===== src/hdl/assert_macros.svh =====
// Assertion macros shared by the extent list splitter RTL
`ifndef ASSERT_MACROS_SVH
`define ASSERT_MACROS_SVH

// same-cycle implication, checked on the rising clock edge, off during reset
`define ELS_ASSERT_NOW(label, clk, rst, pre, post, msg) \
   label: assert property (@(posedge clk) disable iff (rst) (pre) |-> (post)) \
      else $error(msg);

// next-cycle implication, checked on the rising clock edge, off during reset
`define ELS_ASSERT_NEXT(label, clk, rst, pre, post, msg) \
   label: assert property (@(posedge clk) disable iff (rst) (pre) |=> (post)) \
      else $error(msg);

`endif


===== src/hdl/els_pkg.sv =====
// Shared types and constants of the extent list address splitter
`timescale 1ns / 1ps

package els_pkg;

   localparam int CountWidth = 4;

   localparam logic OP_LOAD  = 1'b0;
   localparam logic OP_XLATE = 1'b1;

   localparam logic [1:0] STATUS_OK       = 2'd0;
   localparam logic [1:0] STATUS_PAST_END = 2'd1;
   localparam logic [1:0] STATUS_OVERFLOW = 2'd2;

   localparam logic [63:0] SIZE_UNLIMITED = 64'hFFFF_FFFF_FFFF_FFFF;

   // controller -> datapath
   typedef struct packed {
      logic accept_load;
      logic accept_xlate;
      logic find_miss;
      logic find_hit;
      logic calc;
      logic emit_zero;
      logic emit_past_end;
      logic emit_overflow;
      logic emit_chunk;
   } ctrl_cmd_type;

   // datapath -> controller
   typedef struct packed {
      logic req_zero;
      logic u_at_end;
      logic hit;
      logic past_end;
      logic overflow;
      logic rem_done;
   } dp_status_type;

endpackage


===== src/hdl/els_ram.sv =====
// Generic single-write, single-read RAM with registered read data
`timescale 1ns / 1ps

module els_ram #(
   parameter int WIDTH = 8,
   parameter int DEPTH = 8,
   localparam int AW = (DEPTH > 1) ? $clog2(DEPTH) : 1
) (
   input  logic             clock,
   input  logic             wr_en,
   input  logic [AW-1:0]    wr_addr,
   input  logic [WIDTH-1:0] wr_data,
   input  logic [AW-1:0]    rd_addr,
   output logic [WIDTH-1:0] rd_data
);

   logic [WIDTH-1:0] mem_ff [DEPTH];
   logic [WIDTH-1:0] rd_data_ff;

   always_ff @(posedge clock) begin
      if (wr_en) begin
         mem_ff[wr_addr] <= wr_data;
      end
      rd_data_ff <= mem_ff[rd_addr];
   end

   assign rd_data = rd_data_ff;

endmodule


===== src/hdl/els_ctrl.sv =====
// Sequencer of the extent list splitter: load, find walk and chunk emission
`timescale 1ns / 1ps

module els_ctrl
   import els_pkg::*;
(
   input  logic          clock,
   input  logic          reset,
   input  logic          start,
   input  logic          req_opcode,
   input  dp_status_type dp_status,
   output ctrl_cmd_type  ctrl_cmd,
   output logic          busy
);

   typedef enum logic [4:0] {
      ST_IDLE = 5'b00001,
      ST_ZERO = 5'b00010,
      ST_FIND = 5'b00100,
      ST_CALC = 5'b01000,
      ST_OUT  = 5'b10000
   } state_type;

   state_type state_ff, state_in;

   always_comb begin
      state_in = state_ff;
      ctrl_cmd = '0;
      unique case (state_ff)
         ST_IDLE: begin
            if (start) begin
               if (req_opcode == OP_LOAD) begin
                  ctrl_cmd.accept_load = 1'b1;
               end else begin
                  ctrl_cmd.accept_xlate = 1'b1;
                  state_in = dp_status.req_zero ? ST_ZERO : ST_FIND;
               end
            end
         end
         ST_ZERO: begin
            ctrl_cmd.emit_zero = 1'b1;
            state_in = ST_IDLE;
         end
         ST_FIND: begin
            if (dp_status.u_at_end) begin
               state_in = ST_CALC;
            end else if (dp_status.hit) begin
               ctrl_cmd.find_hit = 1'b1;
               state_in = ST_CALC;
            end else begin
               ctrl_cmd.find_miss = 1'b1;
            end
         end
         ST_CALC: begin
            ctrl_cmd.calc = 1'b1;
            state_in = ST_OUT;
         end
         ST_OUT: begin
            if (dp_status.past_end) begin
               ctrl_cmd.emit_past_end = 1'b1;
               state_in = ST_IDLE;
            end else if (dp_status.overflow) begin
               ctrl_cmd.emit_overflow = 1'b1;
               state_in = ST_IDLE;
            end else begin
               ctrl_cmd.emit_chunk = 1'b1;
               state_in = dp_status.rem_done ? ST_IDLE : ST_CALC;
            end
         end
         default: begin
            state_in = ST_IDLE;
         end
      endcase
   end

   always_ff @(posedge clock) begin
      if (reset) begin
         state_ff <= ST_IDLE;
      end else begin
         state_ff <= state_in;
      end
   end

   assign busy = (state_ff != ST_IDLE);

endmodule


===== src/hdl/els_dp.sv =====
// Datapath of the extent list splitter: extent table, walk registers, result beat
`timescale 1ns / 1ps

module els_dp
   import els_pkg::*;
#(
   parameter int MAX_EXTENTS = 8
) (
   input  logic                  clock,
   input  logic                  reset,
   input  ctrl_cmd_type          ctrl_cmd,
   output dp_status_type         dp_status,
   input  logic                  csr_write_enable,
   input  logic [CountWidth-1:0] csr_write_data,
   input  logic [2:0]            req_entry_index,
   input  logic [62:0]           req_entry_start,
   input  logic [63:0]           req_entry_bytes,
   input  logic [62:0]           req_logical_addr,
   input  logic [31:0]           req_request_bytes,
   output logic                  rsp_valid,
   output logic [2:0]            rsp_extent_number,
   output logic [62:0]           rsp_physical_offset,
   output logic [31:0]           rsp_chunk_bytes,
   output logic [1:0]            rsp_status,
   output logic                  rsp_last
);

   localparam int AW       = (MAX_EXTENTS > 1) ? $clog2(MAX_EXTENTS) : 1;
   localparam int UsedCap  = (MAX_EXTENTS > 15) ? 15 : MAX_EXTENTS;
   localparam int RamWidth = 127;

   logic [CountWidth-1:0] count_ff;
   logic [CountWidth-1:0] used;
   logic [CountWidth-1:0] u_ff, u_in;
   logic [62:0]           addr_ff;
   logic [31:0]           rem_ff;
   logic [63:0]           cur_ff;
   logic [63:0]           skip_ff;
   logic [62:0]           phys_ff;
   logic [63:0]           room_ff;
   logic                  ovf_ff;
   logic                  past_end_ff;

   logic                  ram_we;
   logic [RamWidth-1:0]   ram_rd;
   logic [62:0]           ent_start;
   logic [63:0]           ent_size;
   logic [64:0]           end_sum;
   logic [64:0]           phys_sum;
   logic [31:0]           take;
   logic [31:0]           rem_left;

   logic                  rsp_valid_ff;
   logic [2:0]            rsp_ext_ff;
   logic [62:0]           rsp_phys_ff;
   logic [31:0]           rsp_bytes_ff;
   logic [1:0]            rsp_status_ff;
   logic                  rsp_last_ff;

   // count above the table saturates
   assign used = (count_ff > CountWidth'(UsedCap)) ? CountWidth'(UsedCap) : count_ff;

   always_ff @(posedge clock) begin
      if (reset) begin
         count_ff <= CountWidth'(1);
      end else if (csr_write_enable) begin
         count_ff <= csr_write_data;
      end
   end

   // read address follows the next extent index so data lines up with u_ff
   always_comb begin
      u_in = u_ff;
      if (ctrl_cmd.accept_xlate) begin
         u_in = '0;
      end else if (ctrl_cmd.find_miss || ctrl_cmd.emit_chunk) begin
         u_in = u_ff + CountWidth'(1);
      end
   end

   assign ram_we = ctrl_cmd.accept_load && (int'(req_entry_index) < MAX_EXTENTS);

   els_ram #(
      .WIDTH (RamWidth),
      .DEPTH (MAX_EXTENTS)
   ) u_table (
      .clock   (clock),
      .wr_en   (ram_we),
      .wr_addr (AW'(req_entry_index)),
      .wr_data ({req_entry_start, req_entry_bytes}),
      .rd_addr (AW'(u_in)),
      .rd_data (ram_rd)
   );

   assign ent_start = ram_rd[126:64];
   assign ent_size  = ram_rd[63:0];

   // a carry out of the running end means the extent covers everything left
   assign end_sum  = {1'b0, cur_ff} + {1'b0, ent_size};
   assign phys_sum = {2'b00, ent_start} + {1'b0, skip_ff};
   assign take     = (room_ff < {32'd0, rem_ff}) ? room_ff[31:0] : rem_ff;
   assign rem_left = rem_ff - take;

   always_comb begin
      dp_status          = '0;
      dp_status.req_zero = (req_request_bytes == 32'd0);
      dp_status.u_at_end = (u_ff >= used);
      dp_status.hit      = (ent_size == SIZE_UNLIMITED) || ({2'b00, addr_ff} < end_sum);
      dp_status.past_end = past_end_ff;
      dp_status.overflow = ovf_ff;
      dp_status.rem_done = (rem_left == 32'd0);
   end

   always_ff @(posedge clock) begin
      u_ff <= u_in;
      if (ctrl_cmd.accept_xlate) begin
         addr_ff <= req_logical_addr;
         rem_ff  <= req_request_bytes;
         cur_ff  <= '0;
         skip_ff <= '0;
      end
      if (ctrl_cmd.find_miss) begin
         cur_ff <= end_sum[63:0];
      end
      if (ctrl_cmd.find_hit) begin
         skip_ff <= {1'b0, addr_ff} - cur_ff;
      end
      if (ctrl_cmd.calc) begin
         phys_ff     <= phys_sum[62:0];
         ovf_ff      <= (phys_sum[64:63] != 2'b00);
         room_ff     <= ent_size - skip_ff;
         past_end_ff <= (u_ff >= used);
      end
      if (ctrl_cmd.emit_chunk) begin
         rem_ff  <= rem_left;
         skip_ff <= '0;
      end
   end

   // result beat register: each beat is a one-cycle strobe, receiver cannot stall
   always_ff @(posedge clock) begin
      if (reset) begin
         rsp_valid_ff <= 1'b0;
      end else begin
         rsp_valid_ff <= ctrl_cmd.emit_zero || ctrl_cmd.emit_past_end
                         || ctrl_cmd.emit_overflow || ctrl_cmd.emit_chunk;
      end
   end

   always_ff @(posedge clock) begin
      if (ctrl_cmd.emit_chunk) begin
         rsp_ext_ff    <= 3'(u_ff);
         rsp_phys_ff   <= phys_ff;
         rsp_bytes_ff  <= take;
         rsp_status_ff <= STATUS_OK;
         rsp_last_ff   <= (rem_left == 32'd0);
      end else if (ctrl_cmd.emit_zero || ctrl_cmd.emit_past_end
                   || ctrl_cmd.emit_overflow) begin
         rsp_ext_ff    <= '0;
         rsp_phys_ff   <= '0;
         rsp_bytes_ff  <= '0;
         rsp_last_ff   <= 1'b1;
         if (ctrl_cmd.emit_past_end) begin
            rsp_status_ff <= STATUS_PAST_END;
         end else if (ctrl_cmd.emit_overflow) begin
            rsp_status_ff <= STATUS_OVERFLOW;
         end else begin
            rsp_status_ff <= STATUS_OK;
         end
      end
   end

   assign rsp_valid           = rsp_valid_ff;
   assign rsp_extent_number   = rsp_ext_ff;
   assign rsp_physical_offset = rsp_phys_ff;
   assign rsp_chunk_bytes     = rsp_bytes_ff;
   assign rsp_status          = rsp_status_ff;
   assign rsp_last            = rsp_last_ff;

endmodule


===== src/hdl/extent_list_address_splitter_top.sv =====
// Top level of the extent list address splitter
`timescale 1ns / 1ps
// Load beat: taken while idle, no result. Translate beat: a find walk that steps over
// extents until one covers the address or the table ends, then a calc and an emit step
// per result beat (chunk or error). Zero-length: one beat, no walk. busy drops as the
// last beat goes out, so the next beat may be taken with it; at most nine results per
// item. Sync reset: extent count 1, idle, table not cleared.

`include "assert_macros.svh"

module extent_list_address_splitter_top
   import els_pkg::*;
#(
   parameter int MAX_EXTENTS = 8
) (
   input  logic                  clock,
   input  logic                  reset,
   // request channel
   input  logic                  start,
   output logic                  busy,
   input  logic                  req_opcode,
   input  logic [2:0]            req_entry_index,
   input  logic [62:0]           req_entry_start,
   input  logic [63:0]           req_entry_bytes,
   input  logic [62:0]           req_logical_addr,
   input  logic [31:0]           req_request_bytes,
   // extent count register
   input  logic                  csr_write_enable,
   input  logic [CountWidth-1:0] csr_write_data,
   // result channel, one beat per cycle of rsp_valid
   output logic                  rsp_valid,
   output logic [2:0]            rsp_extent_number,
   output logic [62:0]           rsp_physical_offset,
   output logic [31:0]           rsp_chunk_bytes,
   output logic [1:0]            rsp_status,
   output logic                  rsp_last
);

   ctrl_cmd_type  ctrl_cmd;
   dp_status_type dp_status;

   // qualifiers for the checks below
   logic          beat_mid;
   logic          beat_err;
   logic          take_load;

   // sequencer: idle/load, zero-length, find walk, per-chunk calc and emit
   els_ctrl u_ctrl (
      .clock      (clock),
      .reset      (reset),
      .start      (start),
      .req_opcode (req_opcode),
      .dp_status  (dp_status),
      .ctrl_cmd   (ctrl_cmd),
      .busy       (busy)
   );

   // extent table, running logical end, skip, room and result beat register
   els_dp #(
      .MAX_EXTENTS (MAX_EXTENTS)
   ) u_dp (
      .clock               (clock),
      .reset               (reset),
      .ctrl_cmd            (ctrl_cmd),
      .dp_status           (dp_status),
      .csr_write_enable    (csr_write_enable),
      .csr_write_data      (csr_write_data),
      .req_entry_index     (req_entry_index),
      .req_entry_start     (req_entry_start),
      .req_entry_bytes     (req_entry_bytes),
      .req_logical_addr    (req_logical_addr),
      .req_request_bytes   (req_request_bytes),
      .rsp_valid           (rsp_valid),
      .rsp_extent_number   (rsp_extent_number),
      .rsp_physical_offset (rsp_physical_offset),
      .rsp_chunk_bytes     (rsp_chunk_bytes),
      .rsp_status          (rsp_status),
      .rsp_last            (rsp_last)
   );

   assign beat_mid  = rsp_valid && !rsp_last;
   assign beat_err  = rsp_valid && (rsp_status != STATUS_OK);
   assign take_load = start && !busy && (req_opcode == OP_LOAD);

   // a beat that is not the last leaves the sequencer mid-run
   `ELS_ASSERT_NOW(a_midrun_busy, clock, reset, beat_mid, busy, "non-last beat while idle")
   // an error beat always closes the run
   `ELS_ASSERT_NOW(a_err_last, clock, reset, beat_err, rsp_last, "error beat without last")
   // a load never produces a beat and never leaves idle
   `ELS_ASSERT_NEXT(a_load_quiet, clock, reset, take_load, !rsp_valid && !busy, "load activity")

endmodule


===== config.mk =====
export PLATFORM = sky130hd
export DESIGN_NAME = extent_list_address_splitter_top
export DESIGN_NICKNAME = d
export VERILOG_FILES = /design/src/hdl/els_pkg.sv /design/src/hdl/els_ram.sv /design/src/hdl/els_ctrl.sv /design/src/hdl/els_dp.sv /design/src/hdl/extent_list_address_splitter_top.sv
export VERILOG_INCLUDE_DIRS = /design/src /design/src/hdl
export SDC_FILE = /design/constraint.sdc
export NUM_CORES = 2
export LEC_CHECK = 0
export ABC_CLOCK_PERIOD_IN_PS = 18800
export BUFFER_PORTS_ARGS = -buffer_cell sky130_fd_sc_hd__buf_4
export CORE_MARGIN = 5
export CORE_UTILIZATION = 50
export DETAILED_ROUTE_END_ITERATION = 16
export GPL_ROUTABILITY_DRIVEN = 0
export HOLD_SLACK_MARGIN = 0.08
export PLACE_DENSITY = 0.7
export SYNTH_ARGS = -nofsm -noshare
export SYNTH_HDL_FRONTEND = slang
export SYNTH_HIERARCHICAL = 1
export SYNTH_SLANG_ARGS = --single-unit

===== constraint.sdc =====
create_clock -name clock -period 18.8 [get_ports clock]
set_input_delay 0.94 -clock clock [delete_from_list [all_inputs] [get_ports clock]]
set_output_delay 0.94 -clock clock [all_outputs]
set_load 0.005 [all_outputs]

==> impl_results.md <==
- Die Wd: 400 um
- R2r endpoint: u_dp/u_table/rd_data[9]$_DFF_P_
- Most used cell, CP: buf_4
- Final min period: 10.09 ns
- Flops & latches, synth: 1610
- Final Routed Wirelength: 194000 um
- Hold buffer count at cts: 0
- Power Internal: 6.00 mW
- Required time worst endpoint: 19.48 ns
- Max IR drop VDD: 0.0000913 V
- Slew margin rel.: 30.3%
- R2R cell count: 29
- Post-synthesis async set-or-reset flop share: 0%
- Max incr delay on CP: 0.89 ns
- Mean Syn Cell Area: 14.2 um2
- # rows: 143
- Mapped Cells: 5357
- Core area: 151000 um2
- Combinational Power Share: 8.6%
- Drt drc: 0
- Leak: 31.1 nW
- Setup TNS: 0 ns
- CTS tree: done
- Net Sw Frac: 23.3%
- WS Path Type: reg -> reg
- Resize count post-CTS: 0
- P&R area growth vs syn: 13.1%
- Hold Path Stages: 1
- Post-synth top area share: 55.5%
- Synth area leader: edfxtp_1
- Ratio of cells with drive above 1 in the final layout: 18.9%
- Worst Setup Slack, final: 8.71 ns
- # nets final: 6313
- Final Skew: 0.0300 ns
- RSZ-0062 raised after global routing: false
- Clk sink count: 1610
- Power Density: 91.1 nW/um2
- Syn Nets: 5978
- P_sw: 1.82 mW
- Place WS: 8.78 ns
- Clk Latency, worst-skew pair: 0.81 ns
- WHS Endpoint: u_dp/addr_ff[28]$_DFFE_PP_
- Clock group share of total power: 40.3%
- H-tree Lvls: 4
- HPWL after DPL: 136000 um
- CP Data Arrival Time: 10.76 ns
- HP Class: in -> reg
- Tcrit/Tclk final: 53.7%
- Cell Count Post-Placement: 7557
- Reg2reg start: u_dp/u_table/rd_data[1]$_DFF_P_
- Post-route ant nets: 0
- Status: complete, no violations
- Root Buffer: clkbuf_16
- Most common cell in the netlist: edfxtp_1
- Vias per cell: 5.95
- Setup violators final: 0
- Pwr Total: 7.82 mW
- Crit path capture type: flop
- Largest net degree at the start of global routing: 114
- Clock transition at the registers of the reported paths: 0.06 ns
- TritonCTS Buffers: 163
- Most used flip-flop cell after synthesis: edfxtp_1
- Vias: 46800
- Final-report hold violation count: 0
- First-pass GRT wire length: 286000 um
- Number of global-route vias before repair: 45400
- Die height: 400 um
- Ys Warns: 6
- EDFF count, synth: 1403
- Sequential fraction of the synthesis area: 61.0%
- Port bufs: 336
- Routed len/inst: 24.7 um
- Global route overflow: 0
- Synth cell count leaders: edfxtp_1 (1403), ha_1 (382), a21oi_1 (379)
- Syn Std Cell Area: 75900 um2
- Antenna violations before repair: 17
- Min-delay src: req_logical_addr[28]
- Flop-to-flop setup slack: 8.71 ns
- Die footprint: 160000 um2
- Postcts setup bufs: 0
- Critical Path Source Type: flop
- CP max FO: 50
- Worst path slowest cell: buf_4
- IO Pins: 337
- Max clock buf depth: 3
- Fmax: 0.0991 GHz
- Initial Utilization: 50.1%
- DR pass1 iterations: 8
- Flop pwr share: 51.1%
- Least-Margin Pin Slew: 1.05 ns
- Fin cells: 7872
- Max Cap Viol: 0
- Cell variety after synth: 102
- Tot GR Track Use: 24.0%
- Drt initial violations: 4368
- Final Util: 56.7%
- Area contributors post-synth: edfxtp_1 (56%), mux4_2 (7.5%), ha_1 (6.3%), dfxtp_1 (5.5%), a21oi_1 (2.5%)
- Final Slew Violations: 0
cells in the final DEF, fill, tap and decap left out, types with 28 or more instances in the layout:
master and count:
dfxtp_1 207, o21ai_0 153, a21o_1 199, o211ai_1 30
clkbuf_1 45, inv_1 247, edfxtp_1 1403, o21bai_1 54
a22o_1 28, nor4_1 31, clkbuf_16 164, a31oi_1 31
mux2i_1 40, and3_1 31, mux4_2 254, buf_4 386
nor2b_1 39, nand2b_1 46, nand2_1 203, nand3_1 63
o21a_1 38, xnor2_1 156, ha_1 382, nor3_1 71
nand4_1 94, nor2_1 294, xor2_1 113, and2_1 93
a21oi_1 378, mux2_2 147
power by group through the flow:
stage / Combinational (mW) / Clock (mW) / Sequential [mW]
6_report: 0.674 / 3.15 / 3.99
5_1_grt: 0.737 / 3.37 / 4.00
4_1_cts: 0.665 / 3.21 / 3.99
3_5_place_dp: 0.660 / 0 / 4.07
3_3_place_gp: 0.650 / 0 / 4.07
2_1_floorplan: 0.451 / 0 / 4.05
registers in the layout (all words and copies together) (netlist names):
name,count
u_dp/past_end_ff,1
u_dp/phys_ff,63
u_dp/cur_ff,64
u_dp/u_table/mem_ff,1016
u_dp/rsp_status,2
u_dp/count_ff,4
u_dp/rsp_valid,1
u_dp/u_table/rd_data,127
u_dp/u_ff,4
u_dp/skip_ff,64
u_ctrl/state_ff,5
u_dp/rsp_last,1
u_dp/rsp_chunk_bytes,32
u_dp/rem_ff,32
u_dp/rsp_extent_number,3
u_dp/rsp_physical_offset,63
u_dp/ovf_ff,1
u_dp/room_ff,64
u_dp/addr_ff,63
logic make-up (layout without fill, tap and decap cells):
logic type | Yosys count | after routing | share of synthesized area (%)
muxes | 441 | 441 | 10.3
adders and majority gates | 387 | 387 | 6.43
other | 0 | 12 | 0
xor gates and xnor gates | 269 | 269 | 3.11
AOI/OAI and AO/OA | 1125 | 1125 | 9.74
buffers and inverters | 467 | 940 | 2.46
and+or+nand+nor | 1058 | 1058 | 7.01
DFF | 1610 | 1610 | 61.0
cell type report:
type                            instances  area (um2)
Clock buffer                          219        4410
Sequential cell                      1610       46300
Fill cell                           11900       65500
Antenna cell                           12        30.0
Multi-Input combinational cell       3280       27900
Tap cell                             2030        2540
Clock inverter                         84         840
Inverter                              249         935
Timing Repair Buffer                  388        2940
per-stage QoR:
stage / hold WS, ns / area (um2)
2_1_floorplan: 0.461 / 75900
3_3_place_gp: 0.476 / 80500
3_5_place_dp: 0.500 / 80500
4_1_cts: 0.240 / 85800
5_1_grt: 0.259 / 85800
6_report: 0.307 / 85800
critical path, delay by kind of cell, from the launching register on:
family,cells,cell delay (ns)
flip-flops,1,0.51
multiplexers,2,0.90
adder cells (fa/ha/maj),2,0.55
AO/OA/AOI/OAI,12,3.26
buffers and inverters,4,2.12
XOR/XNOR,2,0.47
AND/OR/NAND/NOR,7,2.03
how the worst max path moves through the flow:
stage	startpoint	endpoint	slack (ns)	cells after the start
finish	u_dp/u_table/rd_data[1]$_DFF_P_	u_dp/u_table/rd_data[9]$_DFF_P_	8.71	29
global route	u_dp/u_table/rd_data[0]$_DFF_P_	u_dp/u_table/rd_data[9]$_DFF_P_	8.05	33
CTS	u_dp/u_table/rd_data[0]$_DFF_P_	u_dp/u_table/rd_data[9]$_DFF_P_	8.71	33
detailed placement	u_dp/u_table/rd_data[0]$_DFF_P_	u_dp/u_table/rd_data[95]$_DFF_P_	8.78	33
global placement	u_dp/cur_ff[0]$_SDFFCE_PN0P_	u_dp/u_table/rd_data[25]$_DFF_P_	8.89	33
floorplan	u_ctrl/state_ff[0]$_SDFFE_PP1P_	u_dp/ovf_ff$_DFFE_PP_	7.81	3
per-layer routing:
layer,global-route usage (%),part of all wire (%),vias up
met3,4.29,7.5,308
li1,-,-,21400
met4,8.40,3.6,12
met1,33.8,43,23200
met5,0,0.045,-
met2,38.0,46,1850
(Power assumes the default switching activity.)
